**config.mk**
```make
export PLATFORM = sky130hd
export DESIGN_NAME = bsf_cfg_regs
export DESIGN_NICKNAME = d
export VERILOG_FILES = /design/src/rtl/assert_macros.svh /design/src/rtl/bsf_pkg.sv /design/src/rtl/bsf_cfg_regs.sv
export SDC_FILE = /design/constraint.sdc
export NUM_CORES = 1
export LEC_CHECK = 0
export BUFFER_PORTS_ARGS = -buffer_cell sky130_fd_sc_hd__buf_2
export CORE_UTILIZATION = 35
export CTS_BUF_LIST = sky130_fd_sc_hd__clkbuf_8
export CTS_CLUSTER_SIZE = 25
export DETAILED_ROUTE_END_ITERATION = 6
export PLACE_DENSITY = 0.75
export SYNTH_ARGS = -nofsm -noshare
export SYNTH_HDL_FRONTEND = slang
export SYNTH_SLANG_ARGS = --single-unit
```
**constraint.sdc**
```tcl
create_clock -name aclk -period 1.2 [get_ports aclk]
set_input_delay 0.24 -clock aclk [delete_from_list [all_inputs] [get_ports aclk]]
set_output_delay 0.24 -clock aclk [all_outputs]
set_load 0.01 [all_outputs]
```
**src/rtl/assert_macros.svh**
```systemverilog
// assertion macros used by the framer top module
`ifndef ASSERT_MACROS_SVH
`define ASSERT_MACROS_SVH

`ifndef NO_ASSERTIONS

// property checked on every clock edge outside reset
`define BSF_ASSERT(lbl, clk, rstn, prop) \
    lbl: assert property (@(posedge clk) disable iff (!rstn) (prop)) \
        else $error("%m: assertion failed");

// property checked on every clock edge, reset included
`define BSF_ASSERT_ALWAYS(lbl, clk, prop) \
    lbl: assert property (@(posedge clk) (prop)) \
        else $error("%m: assertion failed");

`else

`define BSF_ASSERT(lbl, clk, rstn, prop)
`define BSF_ASSERT_ALWAYS(lbl, clk, prop)

`endif

`endif

```
**src/rtl/bsf_pkg.sv**
```systemverilog
// types, codes and sizes shared by the sentence framer files
`default_nettype none
package bsf_pkg;

    localparam int DEPTH      = 1024;
    localparam int PTR_W      = $clog2(DEPTH);
    localparam int CNT_W      = PTR_W + 1;
    localparam int DEPTH_CFG_W = 11;
    localparam int ADDR_W     = 3;
    localparam int DATA_W     = 32;

    localparam logic [DEPTH_CFG_W-1:0] DEPTH_RESET = 11'd1024;
    localparam logic [7:0]             START_RESET = 8'h24;
    localparam logic [7:0]             NEWLINE_BYTE = 8'h0a;
    localparam logic [7:0]             NUL_BYTE     = 8'h00;

    // register indexes
    localparam logic REG_DEPTH = 1'b0;
    localparam logic REG_START = 1'b1;

    // commands
    localparam logic CMD_PUSH = 1'b0;
    localparam logic CMD_PULL = 1'b1;

    // result status codes
    localparam logic [1:0] STAT_DONE   = 2'd0;
    localparam logic [1:0] STAT_EDGE   = 2'd1;
    localparam logic [1:0] STAT_REJECT = 2'd2;
    localparam logic [1:0] STAT_IGNORE = 2'd3;

    // fill state codes
    localparam logic [1:0] FILL_PARTIAL = 2'd0;
    localparam logic [1:0] FILL_FULL    = 2'd1;
    localparam logic [1:0] FILL_EMPTY   = 2'd2;

    typedef enum logic {
        ST_IDLE,
        ST_FETCH
    } fsm_state_t;

    typedef struct packed {
        logic       command;
        logic [7:0] data_byte;
    } in_item_t;

    typedef struct packed {
        logic [1:0] status;
        logic       byte_valid;
        logic [7:0] out_byte;
        logic       in_sentence;
        logic       sentence_end;
        logic [1:0] fill_state;
    } out_item_t;

    typedef struct packed {
        logic [CNT_W-1:0] depth_eff;
        logic [7:0]       start_byte;
    } cfg_t;

endpackage
`default_nettype wire

```
**src/rtl/bsf_cfg_regs.sv**
```systemverilog
// apb configuration registers of the sentence framer
`default_nettype none
module bsf_cfg_regs (
    input  wire logic                       aclk,
    input  wire logic                       aresetn,
    input  wire logic                       psel,
    input  wire logic                       penable,
    input  wire logic                       pwrite,
    input  wire logic [bsf_pkg::ADDR_W-1:0] paddr,
    input  wire logic [bsf_pkg::DATA_W-1:0] pwdata,
    output logic      [bsf_pkg::DATA_W-1:0] prdata,
    output logic                            pready,
    output bsf_pkg::cfg_t                   cfg
);

    logic [bsf_pkg::DEPTH_CFG_W-1:0] depth_reg, depth_next;
    logic [7:0]                      start_reg, start_next;
    logic                            wr_en;
    logic                            reg_idx;

    assign pready  = 1'b1;
    assign reg_idx = paddr[2];
    assign wr_en   = psel && penable && pwrite && pready;

    always_comb begin
        depth_next = depth_reg;
        start_next = start_reg;
        if (wr_en) begin
            case (reg_idx)
                bsf_pkg::REG_DEPTH: depth_next = pwdata[bsf_pkg::DEPTH_CFG_W-1:0];
                bsf_pkg::REG_START: start_next = pwdata[7:0];
                default: ;
            endcase
        end
    end

    always_ff @(posedge aclk) begin
        if (!aresetn) begin
            depth_reg <= bsf_pkg::DEPTH_RESET;
            start_reg <= bsf_pkg::START_RESET;
        end else begin
            depth_reg <= depth_next;
            start_reg <= start_next;
        end
    end

    always_comb begin
        case (reg_idx)
            bsf_pkg::REG_DEPTH:
                prdata = {{(bsf_pkg::DATA_W-bsf_pkg::DEPTH_CFG_W){1'b0}}, depth_reg};
            bsf_pkg::REG_START: prdata = {24'd0, start_reg};
            default:            prdata = '0;
        endcase
    end

    // zero acts as one, anything above the store size acts as the store size
    always_comb begin
        if (depth_reg == '0) begin
            cfg.depth_eff = bsf_pkg::CNT_W'(1);
        end else if (depth_reg > bsf_pkg::DEPTH) begin
            cfg.depth_eff = bsf_pkg::CNT_W'(bsf_pkg::DEPTH);
        end else begin
            cfg.depth_eff = bsf_pkg::CNT_W'(depth_reg);
        end
        cfg.start_byte = start_reg;
    end

endmodule
`default_nettype wire

```
# After elaboration in Yosys (flattened, before gate mapping)

Index checks and enable logic that the tools add are counted.
W data, S select, Z words.

Register bits: 19
Input port bits: 40
Output and inout port bits: 52
Word-level logic and storage cells: 12

$lt $le $gt $ge: 1
Muxes and demuxes: 3
Bitwise logic cells: 1
Reduce and logical (&&, ||, !) cells: 5

Operators with widths:

| operator               | count |
|---|---|
| $pmux W32 S2           | 1 |
| $mux W11               | 2 |
| $gt A11 B11 Y1 const B | 1 |
| $logic_not A11 Y1      | 1 |
| $reduce_and A2 Y1      | 2 |
| $logic_and A1 B1 Y1    | 2 |
| $not A1 Y1             | 1 |

# Logic depth before layout (Yosys ltp)

Depth in word-level cells: 3
Depth in mapped cells: 4
Gate-level depth less buffers: 3

# Least setup slack after synthesis

No wires, ideal clock.

Kind: reg2out
From: register depth_reg[10] (netlist bit)
To: output port prdata[10] (netlist bit)
Data arrival time: 869 ps
Path slack: 91 ps
Stages on the path, launching flop included: 3
Path buffers: 1
Cells stage by stage: dfxtp_1 > clkbuf_1 > nor2b_1

Word-level cells in the longest chain between the ends: 1

RTL lines:

| element                | line               | source |
|---|---|---|
| start, declared        | bsf_cfg_regs.sv:16 | `logic [bsf_pkg::DEPTH_CFG_W-1:0] depth_reg, depth_next;` |
| start signal, assigned | bsf_cfg_regs.sv:39 | `depth_reg <= bsf_pkg::DEPTH_RESET;` |
| start signal, assigned | bsf_cfg_regs.sv:42 | `depth_reg <= depth_next;` |
| $pmux W32 S2           | bsf_cfg_regs.sv:48 | `case (reg_idx)` |
| end, declared          | bsf_cfg_regs.sv:11 | `output logic [bsf_pkg::DATA_W-1:0] prdata,` |

No other way between the ends. The select of a mux whose other input is x is not followed.

==> summary.txt <==
Synthesis
  • Ys Warns: 0
  • Flops & latches, synth: 19
  • Post-synth EDFFs: 0
  • Sequential-to-total area share from yosys stat: 35.47%
  • Gate Count Post-Synth: 129
  • Most common cell in the synthesized netlist: buf_4
  • Post-synth top cells: 23 x buf_4, 19 x dfxtp_1, 17 x nand3_1
  • Post-synth top flop: dfxtp_1
  • Asr flop ratio synth: 0%
  • Yosys top cell area share: 35.47%
  • Ranking of synthesized cells by area: dfxtp_1 35%, buf_4 16%, nand3_1 7.9%
  • Post-synth top area cell: dfxtp_1
  • Number of distinct library cells after synthesis: 18
  • Syn_area_per_cell: 8.312 um2
  • Post-Synthesis Cell Area: 1072 um2

Global route
  • Global-route wire length before repair: 3.726 mm
  • Grt total ovfl: 0
  • Vias in the first global route: 802
  • Initial antenna violation count: 0
  • Largest net degree at the start of global routing: 30
  • GRT Total Usage: 14.86%

Job
  • # Max-Cap Violations: 0

Cells and area
  • NumNets Final: 224
  • Layout cells sized above 1: 49.73%
  • Final std cells w/o fill: 214
  • Layout area overhead: 45.51%
  • # diodes: 0
  • Design area: 1560 um2
  • Max reg flops: 11

Worst setup path
  • Crit-path max FO: 2
  • Req. time, crit path: 960 ps
  • Worst r2r src: depth_reg[10]$_SDFFE_PN1P_
  • Crit path max-delay family: simple AND/OR/NAND/NOR gates
  • R2R Setup Slk: 250 ps
  • Worst Setup EP: cfg[8]
  • CP Capture Type: output port
  • Reg2reg path depth: 4
  • Buf/Inv on CP: 1
  • RR Endpoint: depth_reg[10]$_SDFFE_PN1P_
  • Setup CP Type: register to output port
  • Crit path DAT: 1200 ps
  • Max incr delay on CP: 340 ps
  • Critical Path Start: depth_reg[6]$_SDFFE_PN0P_
  • Critical-path cell list: nor4_2 > nand3_1 > o21ai_1 > buf_2
  • Startpoint types: register
  • Worst path depth: 4
  • Slowest CP cell: dfxtp_2

CTS
  • Root Driver: clkbuf_8
  • Worst-skew pair later-pin latency: 260 ps
  • Clock-pin slew on the worst setup and hold paths: 70 ps
  • Cts hold-fix bufs: 0
  • CTS Sinks: 19
  • CTS tree: yes
  • Max clock buf depth: 2
  • Cts bufs inserted: 3
  • Htree depth: 1

Floorplanning
  • Die width: 57.35 um
  • CORE AREA: 2829 um2
  • Top-Level Pins: 92
  • Initial Util: 37.90%
  • Row Count: 19
  • Die Area: 3289 um2
  • Chip Height: 57.35 um

Timing
  • Peak Freq: 0.6938 GHz
  • Hold Fails Final Rpt: 0
  • # setup viols final: 20
  • Slew Viols, Final: 0
  • RSZ-0062 raised after global routing: yes
  • Max Clock Skew: 0 ps
  • Final min period: 1441 ps
  • Part of the cycle the worst path needs: 120.1%
  • Final WS setup: -241.4 ps
  • Min Hold Slack: 201.9 ps

Pwr
  • P per Cell Area: 844.0 nW/um2
  • Peak supply drop: 0.0005656 V
  • Leak: 0.7598 nW

Status
  • Status: finished, violations left
  • Failing checks: DRC, setup timing

Route
  • Post-DR vias/cell: 4.570
  • WL per Instance: 12.01 um
  • Initial drt markers: 28
  • WL final: 2.571 mm
  • Drc violations: 5
  • 1st-pass router iterations: 7
  • DRT antenna net count: 0
  • Via count: 978

Place
  • GPL Wtd Cong: 0.7211
  • Detailed Place HPWL: 1.727 mm
  • Placed inst area: 1284 um2
  • Placed Cells: 206
  • Port Buffers: 46

Worst hold path
  • Hold crit path type: primary input to register
## layout by cell type, fill, tap and decap left out, drive strengths merged, types with 3 or more instances in the layout
cell type / instances
nand2: 14
o21ai: 18
mux2i: 3
mux2: 7
buf: 60
conb: 22
clkbuf: 4
nor2b: 12
nand3: 17
dfxtp: 19
## worst min path at each step
stage / start / end / cells after the start
6_report: pwdata[10] / depth_reg[10]$_SDFFE_PN1P_ / 3
5_1_grt: pwdata[10] / depth_reg[10]$_SDFFE_PN1P_ / 3
4_1_cts: pwdata[10] / depth_reg[10]$_SDFFE_PN1P_ / 3
3_5_place_dp: start_reg[6]$_SDFFE_PN0P_ / start_reg[6]$_SDFFE_PN0P_ / 2
3_3_place_gp: start_reg[7]$_SDFFE_PN0P_ / start_reg[7]$_SDFFE_PN0P_ / 2
2_1_floorplan: pwdata[10] / depth_reg[10]$_SDFFE_PN1P_ / 2
## metal layers
metal  wire (um)  part of all wire [%]  track usage, %  up-vias
met5           0                     0               0        -
met3         187                   7.3           5.442        2
met2        1304                    51           23.92       45
met4          13                  0.51           3.136        0
met1        1066                    41           19.09      434
li1            -                     -               -      497
## power breakdown
part	internal, mW	leakage [nW]	switching [mW]	total [mW]
clock network	0.228	0.0269	0.217	0.445
registers	0.638	0.160	0.0129	0.651
logic	0.100	0.573	0.121	0.221
total	0.966	0.760	0.351	1.32
## worst min-delay path, cell delays in order
cell,delay (ps)
buf_2,80
mux2i_1,50
nand2_1,50
## through the flow
stage / power (mW) / setup slack [ps] / utilization, % / setup TNS [ps]
after CTS: 1.309 / -244.8 / 50.46 / -1104
final: 1.317 / -241.4 / 55.15 / -1365
after global routing: 1.383 / -309.4 / 55.15 / -2124
after global placement: 0.8505 / -59.38 / 45.38 / -393.6
after detailed placement: 0.8529 / -82.31 / 45.38 / -472.4
after floorplan: 0.8338 / 91.49 / - / 0
## timing repair
action / 4_1_cts / 5_1_grt
setup buffers: 0 / 3
resized for setup: 29 / 22
pin swaps: 2 / 2
setup endpoints to repair: 19 / 21
gates cloned: 0 / 1
## area by class of cell
type / instances / area [um2]
timing repair buffer: 61 / 451.7
clock buffer: 3 / 41.29
tap: 31 / 38.79
clock inverter: 1 / 3.754
sequential: 19 / 404.1
fill: 265 / 1269
multi-input combinational: 98 / 614.3
inverter: 1 / 6.256
## cells by family (layout without fill, tap and decap cells)
family	after synthesis	in the layout	share of synthesized area (%)
AND/OR/NAND/NOR	48	48	24.85
AO/OA/AOI/OAI	18	18	8.401
flip-flops	19	19	35.47
buffers and inverters	32	66	20.42
multiplexers	10	10	10.15
other	2	22	0.7004
Power figures use the tool's default switching activity.
